==> config.mk <==
export PLATFORM = sky130hd
export DESIGN_NAME = remote_frame_decoder_flat
export DESIGN_NICKNAME = d
export VERILOG_FILES = /design/src/sv/rfd_pkg.sv /design/src/sv/rfd_in_if.sv /design/src/sv/rfd_out_if.sv /design/src/sv/rfd_frame_store.sv /design/src/sv/rfd_decode.sv /design/src/sv/rfd_out_buf.sv /design/src/sv/remote_frame_decoder.sv /design/src/flat_wrapper.sv
export SDC_FILE = /design/constraint.sdc
export NUM_CORES = 1
export LEC_CHECK = 0
export ABC_CLOCK_PERIOD_IN_PS = 20900
export BUFFER_PORTS_ARGS = -buffer_cell sky130_fd_sc_hd__buf_4
export CAP_MARGIN = 20
export CORE_MARGIN = 2
export CORE_UTILIZATION = 40
export CTS_CLUSTER_SIZE = 12
export DETAILED_ROUTE_END_ITERATION = 7
export GPL_TIMING_DRIVEN = 1
export HOLD_SLACK_MARGIN = 0.05
export PLACE_DENSITY = 0.58
export SYNTH_ARGS = -nofsm -noshare
export SYNTH_HDL_FRONTEND = slang
export SYNTH_SLANG_ARGS = --single-unit
==> constraint.sdc <==
create_clock -name i_clk -period 20.9 [get_ports i_clk]
set_clock_uncertainty 0.05 [all_clocks]
set_input_delay 1.045 -clock i_clk [delete_from_list [all_inputs] [get_ports i_clk]]
set_output_delay 1.045 -clock i_clk [all_outputs]
set_load 0.005 [all_outputs]
==> src/sv/rfd_pkg.sv <==
// Shared types and constants for the remote frame decoder.
// No dependencies; every other file but the two interfaces imports this package.
`timescale 1ns / 1ps

package rfd_pkg;

    localparam int FRAME_BYTES = 18;
    localparam int IDX_W       = $clog2(FRAME_BYTES);

    localparam logic [10:0] CHANNEL_LIMIT_RST = 11'd2000;
    localparam logic [1:0]  SW_DOWN           = 2'd1;
    localparam logic [1:0]  SW_NONE           = 2'd0;

    localparam logic MODE_BYTE = 1'b0;
    localparam logic MODE_IDLE = 1'b1;

    typedef logic [FRAME_BYTES-1:0][7:0] t_frame;

    // Write request into the frame store.
    typedef struct packed {
        logic       wr_en;
        logic [7:0] data;
    } t_store_wr;

    typedef struct packed {
        logic [10:0]        stick_0;
        logic [10:0]        stick_1;
        logic [10:0]        stick_2;
        logic [10:0]        stick_3;
        logic [3:0]         switches;
        logic signed [15:0] mouse_x;
        logic signed [15:0] mouse_y;
        logic signed [15:0] mouse_z;
        logic [15:0]        buttons;
        logic [15:0]        key_mask;
        logic signed [15:0] wheel;
        logic               data_error;
    } t_result;

endpackage

==> src/sv/rfd_in_if.sv <==
// Input channel of the remote frame decoder: valid/ready plus mode and byte.
// Depends on nothing.
`timescale 1ns / 1ps

interface rfd_in_if;
    logic       valid;
    logic       ready;
    logic       mode;
    logic [7:0] rx_byte;

    modport source (output valid, output mode, output rx_byte, input ready);
    modport sink   (input valid, input mode, input rx_byte, output ready);
endinterface

==> src/sv/rfd_out_if.sv <==
// Result channel of the remote frame decoder: valid/ready plus decoded fields.
// Depends on nothing.
`timescale 1ns / 1ps

interface rfd_out_if;
    logic               valid;
    logic               ready;
    logic [10:0]        stick_0;
    logic [10:0]        stick_1;
    logic [10:0]        stick_2;
    logic [10:0]        stick_3;
    logic [3:0]         switches;
    logic signed [15:0] mouse_x;
    logic signed [15:0] mouse_y;
    logic signed [15:0] mouse_z;
    logic [15:0]        buttons;
    logic [15:0]        key_mask;
    logic signed [15:0] wheel;
    logic               data_error;

    modport source (
        output valid, output stick_0, output stick_1, output stick_2, output stick_3,
        output switches, output mouse_x, output mouse_y, output mouse_z,
        output buttons, output key_mask, output wheel, output data_error,
        input ready
    );
    modport sink (
        input valid, input stick_0, input stick_1, input stick_2, input stick_3,
        input switches, input mouse_x, input mouse_y, input mouse_z,
        input buttons, input key_mask, input wheel, input data_error,
        output ready
    );
endinterface

==> src/sv/rfd_frame_store.sv <==
// Frame byte store with wrapping write index, cleared at reset.
// Depends on rfd_pkg.
`timescale 1ns / 1ps

module rfd_frame_store (
    input  logic              i_clk,
    input  logic              i_rst_n,
    input  rfd_pkg::t_store_wr i_wr,
    output rfd_pkg::t_frame    o_frame
);
    import rfd_pkg::*;

    t_frame           r_store;
    logic [IDX_W-1:0] r_wr_idx;
    logic [IDX_W-1:0] n_wr_idx;

    always_comb begin
        n_wr_idx = r_wr_idx;
        if (i_wr.wr_en) begin
            if (r_wr_idx == IDX_W'(FRAME_BYTES - 1)) begin
                n_wr_idx = '0;
            end else begin
                n_wr_idx = r_wr_idx + 1'b1;
            end
        end
    end

    always_ff @(posedge i_clk) begin
        if (!i_rst_n) begin
            r_store  <= '0;
            r_wr_idx <= '0;
        end else begin
            if (i_wr.wr_en) begin
                r_store[r_wr_idx] <= i_wr.data;
            end
            r_wr_idx <= n_wr_idx;
        end
    end

    assign o_frame = r_store;

endmodule

==> src/sv/rfd_decode.sv <==
// Field extraction and range check of one stored frame.
// Depends on rfd_pkg.
`timescale 1ns / 1ps

module rfd_decode (
    input  rfd_pkg::t_frame  i_frame,
    input  logic [10:0]      i_channel_limit,
    output rfd_pkg::t_result o_result
);
    import rfd_pkg::*;

    logic [10:0] ch0, ch1, ch2, ch3;
    logic [1:0]  sw1, sw2;
    logic        err;

    always_comb begin
        ch0 = {i_frame[1][2:0], i_frame[0]};
        ch1 = {i_frame[2][5:0], i_frame[1][7:3]};
        ch2 = {i_frame[4][0], i_frame[3], i_frame[2][7:6]};
        ch3 = {i_frame[5][3:0], i_frame[4][7:1]};
        sw1 = i_frame[5][7:6];
        sw2 = i_frame[5][5:4];

        err = (ch0 > i_channel_limit) || (ch1 > i_channel_limit) ||
              (ch2 > i_channel_limit) || (ch3 > i_channel_limit) ||
              (sw1 == SW_NONE) || (sw2 == SW_NONE);

        o_result.wheel      = {i_frame[17], i_frame[16]};
        o_result.data_error = err;
        if (err) begin
            // failsafe: sticks and inputs zeroed, switches down, wheel kept
            o_result.stick_0  = '0;
            o_result.stick_1  = '0;
            o_result.stick_2  = '0;
            o_result.stick_3  = '0;
            o_result.switches = {SW_DOWN, SW_DOWN};
            o_result.mouse_x  = '0;
            o_result.mouse_y  = '0;
            o_result.mouse_z  = '0;
            o_result.buttons  = '0;
            o_result.key_mask = '0;
        end else begin
            o_result.stick_0  = ch0;
            o_result.stick_1  = ch1;
            o_result.stick_2  = ch2;
            o_result.stick_3  = ch3;
            o_result.switches = {sw1, sw2};
            o_result.mouse_x  = {i_frame[7], i_frame[6]};
            o_result.mouse_y  = {i_frame[9], i_frame[8]};
            o_result.mouse_z  = {i_frame[11], i_frame[10]};
            o_result.buttons  = {i_frame[13], i_frame[12]};
            o_result.key_mask = {i_frame[15], i_frame[14]};
        end
    end

endmodule

==> src/sv/rfd_out_buf.sv <==
// Result register with one skid entry, decoupling input ready from output ready.
// Depends on rfd_pkg.
`timescale 1ns / 1ps

module rfd_out_buf (
    input  logic             i_clk,
    input  logic             i_rst_n,
    input  logic             i_push,
    input  rfd_pkg::t_result i_result,
    output logic             o_space,
    output logic             o_valid,
    input  logic             i_ready,
    output rfd_pkg::t_result o_result
);
    import rfd_pkg::*;

    logic    r_out_valid, n_out_valid;
    logic    r_skid_valid, n_skid_valid;
    t_result r_out, n_out;
    t_result r_skid, n_skid;
    logic    out_fire;

    assign out_fire = r_out_valid && i_ready;

    always_comb begin
        n_out_valid  = r_out_valid;
        n_skid_valid = r_skid_valid;
        n_out        = r_out;
        n_skid       = r_skid;
        if (!r_out_valid || out_fire) begin
            if (r_skid_valid) begin
                n_out        = r_skid;
                n_out_valid  = 1'b1;
                n_skid_valid = 1'b0;
            end else begin
                n_out       = i_result;
                n_out_valid = i_push;
            end
        end else if (i_push) begin
            n_skid       = i_result;
            n_skid_valid = 1'b1;
        end
    end

    always_ff @(posedge i_clk) begin
        if (!i_rst_n) begin
            r_out_valid  <= 1'b0;
            r_skid_valid <= 1'b0;
        end else begin
            r_out_valid  <= n_out_valid;
            r_skid_valid <= n_skid_valid;
        end
    end

    always_ff @(posedge i_clk) begin
        r_out  <= n_out;
        r_skid <= n_skid;
    end

    assign o_space  = !r_skid_valid;
    assign o_valid  = r_out_valid;
    assign o_result = r_out;

    a_skid_behind_out: assert property (@(posedge i_clk) disable iff (!i_rst_n)
        r_skid_valid |-> r_out_valid)
        else $error("skid entry held while result register empty");

    a_no_push_when_full: assert property (@(posedge i_clk) disable iff (!i_rst_n)
        i_push |-> !r_skid_valid)
        else $error("item pushed with skid entry occupied");

    a_stall_fills_skid: assert property (@(posedge i_clk) disable iff (!i_rst_n)
        (r_out_valid && !i_ready && i_push) |=> r_skid_valid)
        else $error("stalled result lost incoming item");

    a_skid_drains: assert property (@(posedge i_clk) disable iff (!i_rst_n)
        (r_skid_valid && out_fire) |=> (r_out_valid && !r_skid_valid))
        else $error("skid entry not moved to result register");

endmodule

==> src/sv/remote_frame_decoder.sv <==
// Top level of the remote frame decoder: byte store, decode, result buffer.
// Depends on rfd_pkg, rfd_in_if, rfd_out_if, rfd_frame_store, rfd_decode, rfd_out_buf.
//
//   channel   dir  handshake          payload
//   i_in      in   valid/ready        mode, rx_byte
//   o_out     out  valid/ready        sticks, switches, mouse, buttons, keys, wheel, error
//   i_cfg_*   in   write enable only  channel_limit (11 bit)
//
// One item per cycle while i_in.ready is high: a byte goes into the store at the
// accepting edge; an idle event decodes the store in the same cycle into the result
// register or skid. A result is visible in the cycle after its idle event is accepted
// when the result register is free; else it waits in the skid entry until that drains.
// Reset (synchronous, active low) clears the store, write index and result valid
// flags; channel_limit returns to 2000.
// i_in.ready drops only when both the result register and the skid entry are full.
`timescale 1ns / 1ps

module remote_frame_decoder (
    input  logic          i_clk,
    input  logic          i_rst_n,
    input  logic          i_cfg_wr_en,
    input  logic [10:0]   i_cfg_wr_data,
    rfd_in_if.sink        i_in,
    rfd_out_if.source     o_out
);
    import rfd_pkg::*;

    logic [10:0] r_channel_limit;
    logic        in_fire;
    logic        space;
    t_store_wr   store_wr;
    t_frame      frame;
    t_result     dec_result;
    t_result     out_result;

    always_ff @(posedge i_clk) begin
        if (!i_rst_n) begin
            r_channel_limit <= CHANNEL_LIMIT_RST;
        end else if (i_cfg_wr_en) begin
            r_channel_limit <= i_cfg_wr_data;
        end
    end

    assign i_in.ready     = space;
    assign in_fire        = i_in.valid && space;
    assign store_wr.wr_en = in_fire && (i_in.mode == MODE_BYTE);
    assign store_wr.data  = i_in.rx_byte;

    rfd_frame_store u_store (
        .i_clk   (i_clk),
        .i_rst_n (i_rst_n),
        .i_wr    (store_wr),
        .o_frame (frame)
    );

    rfd_decode u_decode (
        .i_frame         (frame),
        .i_channel_limit (r_channel_limit),
        .o_result        (dec_result)
    );

    rfd_out_buf u_out_buf (
        .i_clk    (i_clk),
        .i_rst_n  (i_rst_n),
        .i_push   (in_fire && (i_in.mode == MODE_IDLE)),
        .i_result (dec_result),
        .o_space  (space),
        .o_valid  (o_out.valid),
        .i_ready  (o_out.ready),
        .o_result (out_result)
    );

    assign o_out.stick_0    = out_result.stick_0;
    assign o_out.stick_1    = out_result.stick_1;
    assign o_out.stick_2    = out_result.stick_2;
    assign o_out.stick_3    = out_result.stick_3;
    assign o_out.switches   = out_result.switches;
    assign o_out.mouse_x    = out_result.mouse_x;
    assign o_out.mouse_y    = out_result.mouse_y;
    assign o_out.mouse_z    = out_result.mouse_z;
    assign o_out.buttons    = out_result.buttons;
    assign o_out.key_mask   = out_result.key_mask;
    assign o_out.wheel      = out_result.wheel;
    assign o_out.data_error = out_result.data_error;

endmodule

==> src/flat_wrapper.sv <==
// flat-port wrapper written by rule: the top's interface ports become plain ports
module remote_frame_decoder_flat import rfd_pkg::*;
  (i_clk, i_rst_n, i_cfg_wr_en, i_cfg_wr_data, i_in_valid, i_in_mode, i_in_rx_byte, i_in_ready, o_out_valid, o_out_stick_0, o_out_stick_1, o_out_stick_2, o_out_stick_3, o_out_switches, o_out_mouse_x, o_out_mouse_y, o_out_mouse_z, o_out_buttons, o_out_key_mask, o_out_wheel, o_out_data_error, o_out_ready);
  rfd_in_if i_in_i ();
  rfd_out_if o_out_i ();
  input  logic i_clk;
  input  logic i_rst_n;
  input  logic i_cfg_wr_en;
  input  logic [10:0] i_cfg_wr_data;
  input wire logic [$bits(i_in_i.valid)-1:0] i_in_valid;
  input wire logic [$bits(i_in_i.mode)-1:0] i_in_mode;
  input wire logic [$bits(i_in_i.rx_byte)-1:0] i_in_rx_byte;
  output wire logic [$bits(i_in_i.ready)-1:0] i_in_ready;
  output wire logic [$bits(o_out_i.valid)-1:0] o_out_valid;
  output wire logic [$bits(o_out_i.stick_0)-1:0] o_out_stick_0;
  output wire logic [$bits(o_out_i.stick_1)-1:0] o_out_stick_1;
  output wire logic [$bits(o_out_i.stick_2)-1:0] o_out_stick_2;
  output wire logic [$bits(o_out_i.stick_3)-1:0] o_out_stick_3;
  output wire logic [$bits(o_out_i.switches)-1:0] o_out_switches;
  output wire logic [$bits(o_out_i.mouse_x)-1:0] o_out_mouse_x;
  output wire logic [$bits(o_out_i.mouse_y)-1:0] o_out_mouse_y;
  output wire logic [$bits(o_out_i.mouse_z)-1:0] o_out_mouse_z;
  output wire logic [$bits(o_out_i.buttons)-1:0] o_out_buttons;
  output wire logic [$bits(o_out_i.key_mask)-1:0] o_out_key_mask;
  output wire logic [$bits(o_out_i.wheel)-1:0] o_out_wheel;
  output wire logic [$bits(o_out_i.data_error)-1:0] o_out_data_error;
  input wire logic [$bits(o_out_i.ready)-1:0] o_out_ready;
  assign i_in_i.valid = i_in_valid;
  assign i_in_i.mode = i_in_mode;
  assign i_in_i.rx_byte = i_in_rx_byte;
  assign i_in_ready = i_in_i.ready;
  assign o_out_valid = o_out_i.valid;
  assign o_out_stick_0 = o_out_i.stick_0;
  assign o_out_stick_1 = o_out_i.stick_1;
  assign o_out_stick_2 = o_out_i.stick_2;
  assign o_out_stick_3 = o_out_i.stick_3;
  assign o_out_switches = o_out_i.switches;
  assign o_out_mouse_x = o_out_i.mouse_x;
  assign o_out_mouse_y = o_out_i.mouse_y;
  assign o_out_mouse_z = o_out_i.mouse_z;
  assign o_out_buttons = o_out_i.buttons;
  assign o_out_key_mask = o_out_i.key_mask;
  assign o_out_wheel = o_out_i.wheel;
  assign o_out_data_error = o_out_i.data_error;
  assign o_out_i.ready = o_out_ready;
  remote_frame_decoder u_core (.i_clk(i_clk), .i_rst_n(i_rst_n), .i_cfg_wr_en(i_cfg_wr_en), .i_cfg_wr_data(i_cfg_wr_data), .i_in(i_in_i), .o_out(o_out_i));
endmodule
* Word level (Yosys, flattened, before mapping)
Index checks and enable logic that the tools add are counted.
** Operators by class
- Equality and inequality tests :: 1
- Reductions and logical operators :: 17
- Muxes and demuxes :: 7
- Bitwise gates (word level) :: 3
- Add/sub/neg operators :: 1
- Magnitude comparators :: 6
** Operators by type and width (count)
- 2-to-1 mux 145 bit :: 1
- bitwise mux 144 bit :: 1
- 2-to-1 mux 128 bit :: 1
- greater-than comparator 11 bit :: 4
- demux 8 bit (select 5 bit) :: 1
- 2-to-1 mux 8 bit :: 1
- logical OR 1 bit :: 6
- less-than comparator 5 x 6 -> 1 bit (second input constant) :: 1
- adder 5 x 1 -> 5 bit (second input constant) :: 1
- == test 5 bit (second input constant) :: 1
- >= comparator 5 x 1 -> 1 bit (second input constant) :: 1
- logical AND 1 bit :: 5
- 2-to-1 mux 5 bit :: 1
- zero test 2 bit :: 2
- NOT 1 bit :: 3
- zero test 1 bit :: 2
- AND reduction 2 bit :: 1
- OR reduction 2 bit :: 1
- 2-to-1 mux 1 bit :: 1
** Word-level totals
- Input port bits :: 25
- Bits in registers :: 452

* Depth between registers and ports, before layout
Gate-level depths: netlist of run 1.
- Word-level depth :: 8
- Gate-level depth with buffers :: 11

* By module
A second synthesis of run 1 with hierarchy kept.
** Unflattened totals
- Cells, all modules :: 1332
- Area, all modules :: 18596.6 um^2
** By module, submodules not included
- rfd_out_buf :: instances 1, area each 10591.4 um^2, cells an instance 460, sequential area each 8748.4 um^2
- rfd_frame_store :: instances 1, area each 5501.5 um^2, cells an instance 532, sequential area each 2982.9 um^2
- rfd_decode :: instances 1, area each 2090.8 um^2, cells an instance 302, sequential area each 0.0 um^2
- remote_frame_decoder :: instances 1, area each 412.9 um^2, cells an instance 38, sequential area each 220.2 um^2

* Worst setup path after synthesis of run 1
Ideal clock, no wire load.
- Path kind :: input to register
- From :: input o_out_ready
- To :: register u_core.u_out_buf.r_skid[0] (netlist bit), enable pin
- Data required time :: 20024 ps
- Cell stages on the path :: 2
- Setup slack :: 4852 ps
- Library setup time :: 826 ps
- Arrival time :: 15172 ps
- Path through :: nand2b_1 -> nor3_1
** Between the ends
- Cells in the longest elaborated chain, start to end :: 4
** Ends and longest elaborated chain
- start, declared :: line flat_wrapper.sv:27 : input wire logic [$bits(o_out_i.ready)-1:0] o_out_ready;
- logical AND 1 bit :: line rfd_out_buf.sv:23 : assign out_fire = r_out_valid && i_ready;
- logical OR 1 bit :: line rfd_out_buf.sv:30 : if (!r_out_valid || out_fire) begin
- NOT 1 bit (no line)
- AND reduction 2 bit (no line)
- end signal, assigned :: line rfd_out_buf.sv:57 : r_skid <= n_skid;
- end, declared :: line rfd_out_buf.sv:20 : t_result r_skid, n_skid;
No other way between the ends.
A chain may end at the register's enable or synchronous reset.

* Final worst setup path of run 1
- From :: register u_core.r_channel_limit[5]
- To :: register u_core.u_out_buf.r_out, in the netlist u_core.u_out_buf.o_result[125], data pin
** Between the ends
- Cells in the longest elaborated chain, start to end :: 8
** Ends and longest elaborated chain
- start, declared :: line remote_frame_decoder.sv:28 : logic [10:0] r_channel_limit;
- start signal, assigned :: line remote_frame_decoder.sv:40 : r_channel_limit <= i_cfg_wr_data;
- greater-than comparator 11 bit :: line rfd_decode.sv:24 : err = (ch0 > i_channel_limit) || (ch1 > i_channel_limit) ||
- logical OR 1 bit (2 in series) :: line rfd_decode.sv:24
- logical OR 1 bit (*) (2 in series) :: line rfd_decode.sv:25 : (ch2 > i_channel_limit) || (ch3 > i_channel_limit) ||
- logical OR 1 bit (*) :: line rfd_decode.sv:26 : (sw1 == SW_NONE) || (sw2 == SW_NONE);
- 2-to-1 mux 128 bit (*) :: line rfd_decode.sv:30 : if (err) begin
- 2-to-1 mux 145 bit (*) :: line rfd_out_buf.sv:31 : if (r_skid_valid) begin
- end signal, assigned :: line rfd_out_buf.sv:56 : r_out <= n_out;
- end, declared :: line rfd_out_buf.sv:19 : t_result r_out, n_out;
Every way passes the cells marked *; elsewhere a longest branch is shown, timed or not.

==> metrics.cfg, run 1 <==
[clock_network]
cts_hold_buf=0
cts_setup_buffers=0
clock_tree.root_cell=sky130_fd_sc_hd__clkbuf_16
cts_tree=yes
clk-insertion-delay-late_ps=590
cts.reportedPaths.clkPinSlew_ps=60
htree_levels=2
ctsResizeCount=0
clkSinkCount=452
clock_tree.buffer_depth=3
tritoncts_buffers=49

[timing]
final.hold.worst_slack_ps=406
report.final.setup_viol=0
final_min_period_over_clock_period=0.191
tightest_slew_ps=1100
timing.final.max_slew_violations=0
maxClockFrequency_ghz=0.251
grt_setup_unrepaired=false
fin_crit_ps=3990
finalHoldViolCount=0
timing.setup.tns_ps=0
slew_headroom=0.266

[worst_setup_path]
r2r_slack_ps=16910
cp_data_required_time_ps=21080
path_class=flip-flop to flip-flop
rr_endpoint=u_core.u_out_buf.o_result[125]$_DFFE_PP_
regToRegStartpoint=u_core.r_channel_limit[5]$_SDFFE_PN0P_
timing.reg2reg.worst_path_depth=10
timing.critical_path.from=u_core.r_channel_limit[5]$_SDFFE_PN0P_
worst_ep_arrival_time_ps=4170
worst_setup_path_start_kind=flip-flop
cp_max_fo=97
crit_path_end_kind=flip-flop

[pwr]
power.density_cell_area_nw_per_um2=84.4
power.leakage_nw=8.23
power.ir.vdd_worst_mv=0.0529

[run_status]
outcome=finished, final reports clean

[grt]
grt_most_used_layer=met2
grt_first_pass_wirelength_um=74700
grt_use_met3=0.0343
vias_in_the_first_global_route=12100
antenna_violations_before_repair=0
grtUsageMet1=0.272
groute.usage.overall=0.196
grt_start_max_net_pins=146
grt_remaining_overflow=0
grt_util_met2=0.317

[die]
dieArea_um2=49400
rows=79
floorplan.die.height_um=222
ios=172
start_util=0.407
core_area_um2=46800
dieWidth_um=222

[route]
drt_iter0_markers=925
drt.antenna.violating_nets=0
dr_total_vias=12600
viasPerCell=5.15
wire_per_inst_um=20.0
drt_first_pass_iters=6
route.final.wire_length_um=48900
drc_errors=0

[flow_run]
drv.max_cap_violation_count=0

[synth]
syn-num-nets=1758
mean_post_synth_cell_area_um2=11.3
netlist-cell-type-count=47
synth-main-ff-cell=sky130_fd_sc_hd__edfxtp_1
mapped_area_um2=19000
asyncSetResetFlopFracSynth=0
number_of_enable_type_register_cells_in_the_synthesized_netlist=290
synth_seq_area_share=0.628
ys_seq_elements=452
yosys_warnings=0
postSynthCellCount=1685

[min_path]
hold_path_depth=0
hold_end=u_core.u_out_buf.r_skid[12]$_DFFE_PP_
hp-start=u_core.u_store.o_frame[139]$_SDFFE_PN0P_
worst_hold_path_type=flip-flop to flip-flop

[finish]
count_of_fill_cells_added_during_filler_insertion=4287
layout.area.seq_um2=12000
multi_input_area_um2=6470
post_route_cells_drive_above_1_share=0.163
final_net_count=1876
area_growth_syn_to_layout_pct=16.7
layout.cells.non_filler=2450
diodes=0

[placement]
dp.final_hpwl_um=28600
io_buffers=171
dp.cells=2359
globalplace.congestion=0.876

[Yosys cell counts, types with 2 or more instances]
library cell,count,area (um^2)
sky130_fd_sc_hd__nand2_1,363,1360
sky130_fd_sc_hd__edfxtp_1,290,8710
sky130_fd_sc_hd__dfxtp_1,162,3240
sky130_fd_sc_hd__o21ai_0,119,596
sky130_fd_sc_hd__and2_1,103,644
sky130_fd_sc_hd__nand3_1,94,470
sky130_fd_sc_hd__a21boi_0,90,676
sky130_fd_sc_hd__clkbuf_1,89,334
sky130_fd_sc_hd__nor2b_1,63,394
sky130_fd_sc_hd__mux2i_1,61,611
sky130_fd_sc_hd__ha_1,48,601
sky130_fd_sc_hd__and2_4,21,184
sky130_fd_sc_hd__inv_1,20,75.1
sky130_fd_sc_hd__mux2_2,20,225
sky130_fd_sc_hd__a21oi_1,19,95.1
sky130_fd_sc_hd__nor2_1,14,52.6
sky130_fd_sc_hd__buf_6,12,135
sky130_fd_sc_hd__buf_2,11,55.1
sky130_fd_sc_hd__nand4_1,11,68.8
sky130_fd_sc_hd__o21ai_1,11,55.1
sky130_fd_sc_hd__o211ai_1,7,52.6
sky130_fd_sc_hd__clkbuf_2,6,30.0
sky130_fd_sc_hd__and3_1,5,31.3
sky130_fd_sc_hd__nand2b_1,5,31.3
sky130_fd_sc_hd__nor3_1,5,25.0
sky130_fd_sc_hd__nor4_1,4,25.0
sky130_fd_sc_hd__a211oi_1,3,22.5
sky130_fd_sc_hd__a21o_1,3,22.5
sky130_fd_sc_hd__nand3b_1,3,22.5
sky130_fd_sc_hd__a2bb2oi_1,2,17.5
sky130_fd_sc_hd__a41oi_1,2,17.5
sky130_fd_sc_hd__and4_1,2,17.5
sky130_fd_sc_hd__nor3_2,2,20.0
sky130_fd_sc_hd__xor2_1,2,17.5
[power by group]
part	internal, mW	leakage (nW)	switching, mW	total [mW]
registers	0.960	4.12	0.00890	0.969
clock network	0.481	0.743	0.349	0.830
logic	0.0293	3.36	0.0452	0.0745
[worst max-delay path, cell delays in order, from the launching register on]
cell	delay [ps]
sky130_fd_sc_hd__dfxtp_1	330
sky130_fd_sc_hd__inv_1	110
sky130_fd_sc_hd__ha_1	340
sky130_fd_sc_hd__o21ai_1	80
sky130_fd_sc_hd__a21oi_1	120
sky130_fd_sc_hd__o41ai_1	120
sky130_fd_sc_hd__a311oi_1	730
sky130_fd_sc_hd__nor3_4	110
sky130_fd_sc_hd__clkinv_2	310
sky130_fd_sc_hd__buf_4	760
sky130_fd_sc_hd__o21ai_0	430
[metal layers]
| layer | wire, um | share of wire | vias up |
|---|---|---|---|
| met1 | 22600 | 0.46 | 6151 |
| met2 | 22900 | 0.47 | 305 |
| met4 | 999 | 0.020 | 0 |
| li1 | - | - | 6088 |
| met3 | 2330 | 0.048 | 70 |
| met5 | 0 | 0 | - |
[cells in the final DEF (no fill, tap or decap), types with 4 or more instances in the layout]
master / count
sky130_fd_sc_hd__nand2_1: 363
sky130_fd_sc_hd__edfxtp_1: 290
sky130_fd_sc_hd__buf_4: 185
sky130_fd_sc_hd__dfxtp_1: 161
sky130_fd_sc_hd__o21ai_0: 119
sky130_fd_sc_hd__and2_1: 103
sky130_fd_sc_hd__nand3_1: 94
sky130_fd_sc_hd__a21boi_0: 90
sky130_fd_sc_hd__nor2b_1: 63
sky130_fd_sc_hd__mux2i_1: 61
sky130_fd_sc_hd__clkbuf_16: 51
sky130_fd_sc_hd__ha_1: 48
sky130_fd_sc_hd__and2_4: 21
sky130_fd_sc_hd__inv_1: 20
sky130_fd_sc_hd__mux2_2: 20
sky130_fd_sc_hd__a21oi_1: 19
sky130_fd_sc_hd__clkbuf_1: 17
sky130_fd_sc_hd__nor2_1: 14
sky130_fd_sc_hd__o21ai_1: 11
sky130_fd_sc_hd__nand4_1: 11
sky130_fd_sc_hd__clkinv_1: 8
sky130_fd_sc_hd__o211ai_1: 7
sky130_fd_sc_hd__clkbuf_8: 6
sky130_fd_sc_hd__and3_1: 5
sky130_fd_sc_hd__clkinv_2: 5
sky130_fd_sc_hd__nand2b_1: 4
sky130_fd_sc_hd__nor3_1: 4
sky130_fd_sc_hd__nor4_1: 4
[cell families (layout without fill, tap and decap cells)]
| family | Yosys count | after routing | share of synthesized area |
|---|---|---|---|
| and+or+nand+nor | 699 | 699 | 0.178 |
| buffers and inverters | 141 | 299 | 0.0342 |
| adders and majority gates | 48 | 48 | 0.0315 |
| xor gates and xnor gates | 2 | 2 | 0.000920 |
| muxes | 81 | 81 | 0.0439 |
| AOI/OAI and AO/OA | 262 | 262 | 0.0841 |
| DFF | 452 | 452 | 0.628 |
[worst max-delay path by stage]
| stage | end | slack [ps] | cells after the start |
|---|---|---|---|
| final | u_core.u_out_buf.o_result[125]$_DFFE_PP_ | 16910 | 10 |
| after CTS | u_core.u_out_buf.o_result[125]$_DFFE_PP_ | 16850 | 10 |
| after global placement | u_core.u_out_buf.o_result[125]$_DFFE_PP_ | 16910 | 10 |
| after global routing | u_core.u_out_buf.o_result[125]$_DFFE_PP_ | 16670 | 10 |
| after floorplan | u_core.u_out_buf.r_skid[0]$_DFFE_PP_ | 4850 | 2 |
| after detailed placement | u_core.u_out_buf.o_result[125]$_DFFE_PP_ | 16880 | 10 |
[per-stage QoR]
step	setup slack (ps)	power [mW]	instance area, um^2	utilization
after detailed placement	16880	1.06	20700	0.442
after global placement	16910	1.06	20700	0.442
after global routing	16670	1.94	22200	0.475
after CTS	16850	1.90	22200	0.475
after floorplan	4850	1.02	19000	-
final	16910	1.87	22200	0.475
[area by class of cell]
| cell class | count | share of cell area |
|---|---|---|
| well taps | 607 | 0.0342 |
| flip-flops and latches | 452 | 0.538 |
| clock inverters | 17 | 0.00507 |
| clock buffers | 74 | 0.0640 |
| multi-input cells | 1092 | 0.291 |
| inverters | 22 | 0.00389 |
| repair buffers | 186 | 0.0634 |
[state kept, by name (all words and copies together), names as in the netlist]
name / count
u_core.u_out_buf.o_result: 145
u_core.u_out_buf.r_skid: 145
u_core.u_store.o_frame: 144
u_core.r_channel_limit: 11
u_core.u_store.r_wr_idx: 5
u_core.u_out_buf.o_valid: 1
u_core.u_out_buf.r_skid_valid: 1
Power figures use the tool's default switching activity.
==> run 2, diff against run 1 <==
- ABC_CLOCK_PERIOD_IN_PS: 20900 -> 4100
- clock period: 20.9 -> 4.1 ns (I/O delays scaled with it)
==> run 2 against run 1 <==
  * Cell count up 1.7%
  * Non-clock buffer count up 42
  * Sequential share of layout area down 1.2 points
  * Final area is 2.3% higher
  * First-iteration DRC count down 5.0%
  * Maximum frequency grew 9.0%
  * Total power rose to 5.2 times the previous value
  * Clock-buffer cell count is 4 lower
  * Global-route usage down 0.64 points
==> metrics.cfg, run 2 (same netlist as run 1, synthesis figures left out) <==
[route]
drt.antenna.violating_nets=0  ; unchanged
drt_first_pass_iters=5  ; -1
drt_iter0_markers=879  ; -5.0%
drc_errors=0  ; unchanged
viasPerCell=5.10  ; -0.88%
wire_per_inst_um=19.0  ; -4.6%
route.final.wire_length_um=47400  ; -2.9%
dr_total_vias=12700  ; +0.82%

[pwr]
power.leakage_nw=8.43  ; +2.5%
power.share.sequential=0.506  ; -0.011
p_clk_frac=0.453  ; +0.010
switching_power_mw=2.05  ; +410%
power_frac_comb=0.042  ; +0.002
power.density_cell_area_nw_per_um2=430  ; +410%
power.share.switching=0.209  ; -0.00589
power_report.internal_total_mw=7.72  ; +430%
power.ir.vdd_worst_mv=0.266  ; +400%

[worst_setup_path]
rr_endpoint=u_core.u_out_buf.r_skid[122]$_DFFE_PP_
cp_slowest_stage_delay_ps=720  ; -40 ps
cp_data_required_time_ps=4490  ; -16,590 ps
worst_setup_path_start_kind=flip-flop
regToRegStartpoint=u_core.r_channel_limit[2]$_SDFFE_PN0P_
cp_max_fo=81  ; -16%
worst_path_dominant_cell_family=buffers and inverters
cpMostUsedCell=sky130_fd_sc_hd__buf_4
worstSetupEndpoint=u_core.u_out_buf.r_skid[122]$_DFFE_PP_
slowest_stage=sky130_fd_sc_hd__buf_4
timing.critical_path.buf_inv=3  ; unchanged
timing.critical_path.from=u_core.r_channel_limit[2]$_SDFFE_PN0P_
r2r_slack_ps=440  ; -16,470 ps
crit_chain=inv_1, ha_1, o21ai_1, a21oi_1, o41ai_1, a311oi_1, nor3_4, buf_4, buf_4, and2_4
timing.reg2reg.worst_path_depth=10  ; unchanged
worst_ep_arrival_time_ps=4050  ; -120 ps
path_class=flip-flop to flip-flop
path_depth=10  ; unchanged
crit_path_end_kind=flip-flop

[grt]
grt_start_max_net_pins=117  ; -20%
grt_remaining_overflow=0  ; unchanged
antenna_violations_before_repair=0  ; unchanged
grt_first_pass_wirelength_um=72700  ; -2.6%
groute.usage.overall=0.189  ; -0.00642
vias_in_the_first_global_route=12400  ; +2.3%

[die]
ios=172  ; unchanged
dieWidth_um=222  ; unchanged
rows=79  ; unchanged
dieArea_um2=49400  ; unchanged
floorplan.die.height_um=222  ; unchanged
core_area_um2=46800  ; unchanged
start_util=0.407  ; unchanged

[finish]
post_route_cells_drive_above_1_share=0.162  ; -0.000986
layout_common_cells=sky130_fd_sc_hd__nand2_1 (363), sky130_fd_sc_hd__edfxtp_1 (290), sky130_fd_sc_hd__buf_4 (187), sky130_fd_sc_hd__dfxtp_1 (160), sky130_fd_sc_hd__o21ai_0 (119)
diodes=0  ; unchanged
area_growth_syn_to_layout_pct=19.4
final_net_count=1918  ; +2.2%
final_core_util=0.486  ; +0.0110
mostFrequentLayoutCell=sky130_fd_sc_hd__nand2_1

[clock_network]
clkSinkCount=452  ; unchanged
clock_tree.root_cell=sky130_fd_sc_hd__clkbuf_16
cts_setup_buffers=0  ; unchanged
cts_tree=yes
htree_levels=2  ; unchanged
tritoncts_buffers=49  ; unchanged
clk-insertion-delay-late_ps=580  ; about the same
clock_tree.buffer_depth=3  ; unchanged
cts.reportedPaths.clkPinSlew_ps=60  ; about the same

[placement]
io_buffers=171  ; unchanged
placement.setup.worst_slack_ps=509  ; -16,370 ps
globalplace.congestion=0.833  ; -4.9%
dp.final_hpwl_um=28200  ; -1.5%

[timing]
fin_crit_ps=3660  ; -328 ps
grt_setup_unrepaired=false
maxClockFrequency_ghz=0.273  ; +9.0%
tightest_slew_ps=1120  ; +20.3 ps
timing.setup.tns_ps=0  ; unchanged
timing.final.max_slew_violations=0  ; unchanged
finalHoldViolCount=0  ; unchanged
report.final.setup_viol=0  ; unchanged
final_min_period_over_clock_period=0.892  ; +0.702
final_critical_path_setup_slack_ps=441  ; -16,470 ps
slew_headroom=0.253  ; -0.0135

[flow_run]
drv.max_cap_violation_count=0  ; unchanged

[run_status]
outcome=finished, final reports clean

[min_path]
worst_hold_path_type=input port to flip-flop

run 2: cell types whose count changed in the layout (fill, tap and decap cells not counted), sizes merged:
cell | previous run | this run
bufinv | 1 | 6
dlygate4sd3 | 0 | 37
clkinv | 13 | 14
clkbuf | 74 | 70
buf | 186 | 191
clkinvlp | 2 | 0
run 2: worst reg2reg max path, delay by kind of cell (launching register included):
family,cells,cell delay (ps)
fa+ha+maj,1,290
buf+inv,3,1430
simple gates,2,590
compound gates,4,860
flops,1,320
run 2: what timing repair did:
action,CTS,global route
endpoints found under the hold margin,69,0
resized for setup,0,0
hold buffers,37,0
run 2: area by class of cell:
cell class,instances,area (um^2)
clock inverters,21,250
flip-flops and latches,452,12000
clock buffers,70,1350
repair buffers,228,1850
inverters,22,86.3
well taps,607,759
multi-input cells,1092,6480
fillers,4190,24000
run 2: stage by stage:
stage | instance area [um^2] | hold WS [ps] | cells | power [mW]
5_1_grt | 22700 | 325 | 2492 | 10.1
3_3_place_gp | 20700 | 385 | 2362 | 5.41
6_report | 22700 | 261 | 2492 | 9.77
4_1_cts | 22700 | 276 | 2490 | 9.87
2_1_floorplan | 19100 | 281 | 1685 | 5.20
3_5_place_dp | 20700 | 390 | 2362 | 5.42
run 2: per-layer routing:
metal | track usage | part of all wire | up-vias
met5 | 0 | 0 | -
met4 | 0.0660 | 0.029 | 0
met3 | 0.0336 | 0.049 | 84
met2 | 0.316 | 0.48 | 293
met1 | 0.248 | 0.44 | 6168
li1 | - | - | 6172
run 2: power groups by stage:
stage	logic, mW	registers (mW)	clock network [mW]
after detailed placement	0.379	5.04	0
after global placement	0.373	5.04	0
final	0.408	4.94	4.42
after global routing	0.445	4.94	4.70
after CTS	0.411	4.94	4.52
after floorplan	0.178	5.03	0
run 2: worst min path at each step:
stage                                                   from                                      end  slack (ps)  cells past startpoint
detailed placement  u_core.u_store.o_frame[137]$_SDFFE_PN0P_    u_core.u_out_buf.r_skid[10]$_DFFE_PP_         390                      0
CTS                                                  i_rst_n  u_core.u_store.r_wr_idx[0]$_SDFFE_PN0P_         280                      2
finish                                               i_rst_n  u_core.u_store.r_wr_idx[0]$_SDFFE_PN0P_         260                      2
floorplan                                  i_cfg_wr_data[10]  u_core.r_channel_limit[10]$_SDFFE_PN1P_         280                      2
global route                                         i_rst_n  u_core.u_store.r_wr_idx[0]$_SDFFE_PN0P_         320                      2
global placement    u_core.u_store.o_frame[139]$_SDFFE_PN0P_    u_core.u_out_buf.r_skid[12]$_DFFE_PP_         380                      0
==> run 3, diff against run 2 <==
- ABC_AREA: default -> 1
==> run 3 against run 2 <==
  * Cell count rose by 6.0%
  * Via count grew 6.4%
  * Utilization is 0.29 points lower
  * First-iteration DRC count grew 21%
  * Sequential share of layout area increased by 1.7 points
  * Synthesized area is 2.7% lower
  * Die area fell by 2.6%
==> metrics.cfg, run 3 <==
[synth]
number_of_enable_type_register_cells_in_the_synthesized_netlist=290  ; unchanged
synth_seq_area_share=0.645  ; +0.0171
mapped_area_um2=18500  ; -2.7%
ys_seq_elements=452  ; unchanged
postSynthCellCount=1854  ; +10%
asyncSetResetFlopFracSynth=0  ; unchanged
synth.top_cell.area_share=0.470  ; +0.0125
yosys.cell_count.top_type=sky130_fd_sc_hd__nand2_1
netlist-cell-type-count=29  ; -38%
yosys_warnings=0  ; unchanged
mean_post_synth_cell_area_um2=10.0  ; -12%
syn-num-nets=1927  ; +9.6%
top_cells_by_count_synth=sky130_fd_sc_hd__nand2_1 (373), sky130_fd_sc_hd__edfxtp_1 (290), sky130_fd_sc_hd__inv_1 (196)
netlist.top_cell.by_area=sky130_fd_sc_hd__edfxtp_1
synth-main-ff-cell=sky130_fd_sc_hd__edfxtp_1
netlist_top_cells_area=sky130_fd_sc_hd__edfxtp_1 (47%), sky130_fd_sc_hd__dfxtp_1 (17%), sky130_fd_sc_hd__nand2_1 (7.6%)

[grt]
groute.usage.overall=0.205  ; +0.0153
grt_first_pass_wirelength_um=76000  ; +4.5%
grt_start_max_net_pins=146  ; +25%
antenna_violations_before_repair=0  ; unchanged
vias_in_the_first_global_route=13400  ; +8.0%
grt_remaining_overflow=0  ; unchanged

[finish]
area_growth_syn_to_layout_pct=18.8
layout_common_cells=sky130_fd_sc_hd__nand2_1 (371), sky130_fd_sc_hd__edfxtp_1 (290), sky130_fd_sc_hd__inv_1 (195), sky130_fd_sc_hd__nor2_1 (193), sky130_fd_sc_hd__buf_4 (179)
count_of_fill_cells_added_during_filler_insertion=4206  ; +0.38%
mostFrequentLayoutCell=sky130_fd_sc_hd__nand2_1
post_route_cells_drive_above_1_share=0.126  ; -0.0360
final_net_count=2077  ; +8.3%
diodes=0  ; unchanged

[pwr]
p_clk_frac=0.436  ; -0.017
power_report.internal_total_mw=7.41  ; -4.1%
power_frac_comb=0.041  ; about the same
power.density_cell_area_nw_per_um2=428  ; -0.43%
power.share.switching=0.214  ; +0.00468
switching_power_mw=2.02  ; -1.4%
power.share.sequential=0.523  ; +0.017
power.leakage_nw=8.89  ; +5.4%
power.ir.vdd_worst_mv=0.283  ; +6.5%

[die]
rows=78  ; -1.3%
dieWidth_um=219  ; -1.3%
ios=172  ; unchanged
start_util=0.407  ; -0.000570
dieArea_um2=48100  ; -2.6%
core_area_um2=45600  ; -2.5%
floorplan.die.height_um=219  ; -1.3%

[timing]
final_critical_path_setup_slack_ps=1350  ; +911 ps
timing.setup.tns_ps=0  ; unchanged
finalHoldViolCount=0  ; unchanged
fin_crit_ps=2750  ; -911 ps
report.final.setup_viol=0  ; unchanged
timing.final.max_slew_violations=0  ; unchanged
tightest_slew_ps=1110  ; -15.3 ps
slew_headroom=0.263  ; +0.0102
maxClockFrequency_ghz=0.364  ; +33%
grt_setup_unrepaired=false
final_min_period_over_clock_period=0.670  ; -0.222

[clock_network]
clk-insertion-delay-late_ps=580  ; about the same
ctsResizeCount=0  ; unchanged
tritoncts_buffers=48  ; -2.0%
cts_setup_buffers=0  ; unchanged
clock_tree.buffer_depth=3  ; unchanged
clock_tree.root_cell=sky130_fd_sc_hd__clkbuf_16
clkSinkCount=452  ; unchanged
cts.reportedPaths.clkPinSlew_ps=60  ; about the same
htree_levels=2  ; unchanged
cts_tree=yes

[worst_setup_path]
crit_path_end_kind=flip-flop
cp_slowest_stage_delay_ps=410  ; -310 ps
cp_max_fo=100  ; +23%
worst_ep_arrival_time_ps=3020  ; -1030 ps
slowest_stage=sky130_fd_sc_hd__buf_12
cpMostUsedCell=sky130_fd_sc_hd__nand2_1
timing.critical_path.from=u_core.r_channel_limit[6]$_SDFFE_PN1P_
timing.reg2reg.worst_path_depth=11  ; +1
rr_endpoint=u_core.u_out_buf.o_result[99]$_DFFE_PP_
crit_chain=inv_1, ha_1, a21oi_1, o21ai_0, nand2_1, nand3_1, nand2_4, buf_12, nand3_1, nand2_1, nand2_1
regToRegStartpoint=u_core.r_channel_limit[6]$_SDFFE_PN1P_
worstSetupEndpoint=u_core.u_out_buf.o_result[99]$_DFFE_PP_
r2r_slack_ps=1350  ; +910 ps
cp_data_required_time_ps=4370  ; -120 ps
path_class=flip-flop to flip-flop
worst_setup_path_start_kind=flip-flop

[placement]
dp.final_hpwl_um=27300  ; -2.9%
io_buffers=171  ; unchanged
globalplace.congestion=0.835  ; +0.20%
placement.setup.worst_slack_ps=1410  ; +901 ps

[route]
drt_iter0_markers=1064  ; +21%
wire_per_inst_um=18.5  ; -2.6%
drt_first_pass_iters=5  ; unchanged
drc_errors=0  ; unchanged
route.final.wire_length_um=49000  ; +3.2%
dr_total_vias=13500  ; +6.4%
viasPerCell=5.12  ; +0.32%
drt.antenna.violating_nets=0  ; unchanged

[flow_run]
drv.max_cap_violation_count=0  ; unchanged

[min_path]
worst_hold_path_type=input port to flip-flop

[run_status]
outcome=finished, final reports clean

## run 3: stage by stage
stage | total power, mW | util | hold WS (ps) | cell area (um^2) | instances
after global placement | 5.39 | 0.444 | 389 | 20200 | 2522
after global routing | 9.75 | 0.483 | 76.1 | 22000 | 2642
after floorplan | 5.18 | - | 274 | 18600 | 1854
after CTS | 9.51 | 0.483 | 58.7 | 22000 | 2641
after detailed placement | 5.39 | 0.444 | 392 | 20200 | 2522
final | 9.42 | 0.483 | 90.1 | 22000 | 2642
## run 3: metal layers
layer  vias up  global-route usage  part of all wire
met4         0              0.0529             0.020
li1       6572                   -                 -
met3        72              0.0348             0.057
met2       389               0.321              0.46
met1      6492               0.294              0.46
met5         -                   0                 0
## run 3: cells by family after synthesis
family / count (synthesis) / share of synthesized area
and+or+nand+nor: 718 / 0.166
DFF: 452 / 0.645
adders and majority gates: 48 / 0.0324
buffers and inverters: 313 / 0.0693
AOI/OAI and AO/OA: 322 / 0.0875
xor gates and xnor gates: 1 / 0.000473
## run 3: critical path, delay by kind of cell, from the launching register on
kind / cells / cell delay [ps]
and+or+nand+nor: 6 / 840
buffers and inverters: 2 / 620
adders and majority gates: 1 / 310
DFF: 1 / 290
AOI/OAI and AO/OA: 2 / 210
## run 3: final cells by class
class,instances,area [um^2],share of cell area
inverter,198,746,0.0339
clock buffer,79,1430,0.0649
timing repair buffer,215,1760,0.0800
sequential,452,12000,0.543
multi-input combinational,1089,5340,0.242
tap,600,751,0.0341
clock inverter,9,48.8,0.00222
## run 3: repair_timing
action                                  in CTS  in global routing
endpoints found under the setup margin       0                  0
hold endpoints to repair                    21                  0
hold buffers                                31                  0
## run 3: worst min path at each step
stage / from / endpoint / slack (ps) / cells past startpoint
2_1_floorplan: i_cfg_wr_data[10] / u_core.r_channel_limit[10]$_SDFFE_PN1P_ / 270 / 2
3_3_place_gp: u_core.u_store.o_frame[138]$_SDFFE_PN0P_ / u_core.u_out_buf.r_skid[11]$_DFFE_PP_ / 390 / 0
3_5_place_dp: u_core.u_store.o_frame[137]$_SDFFE_PN0P_ / u_core.u_out_buf.r_skid[10]$_DFFE_PP_ / 390 / 0
4_1_cts: i_in_rx_byte[1] / u_core.u_store.o_frame[129]$_SDFFE_PN0P_ / 60 / 3
5_1_grt: i_in_rx_byte[2] / u_core.u_store.o_frame[138]$_SDFFE_PN0P_ / 80 / 3
6_report: i_in_rx_byte[1] / u_core.u_store.o_frame[129]$_SDFFE_PN0P_ / 90 / 3
## run 3: power groups by stage
stage	Sequential, mW	Clock (mW)	Combinational (mW)
after global routing	4.94	4.38	0.430
after CTS	4.93	4.19	0.390
final	4.93	4.11	0.387
after global placement	5.03	0	0.358
after detailed placement	5.03	0	0.362
after floorplan	5.02	0	0.161
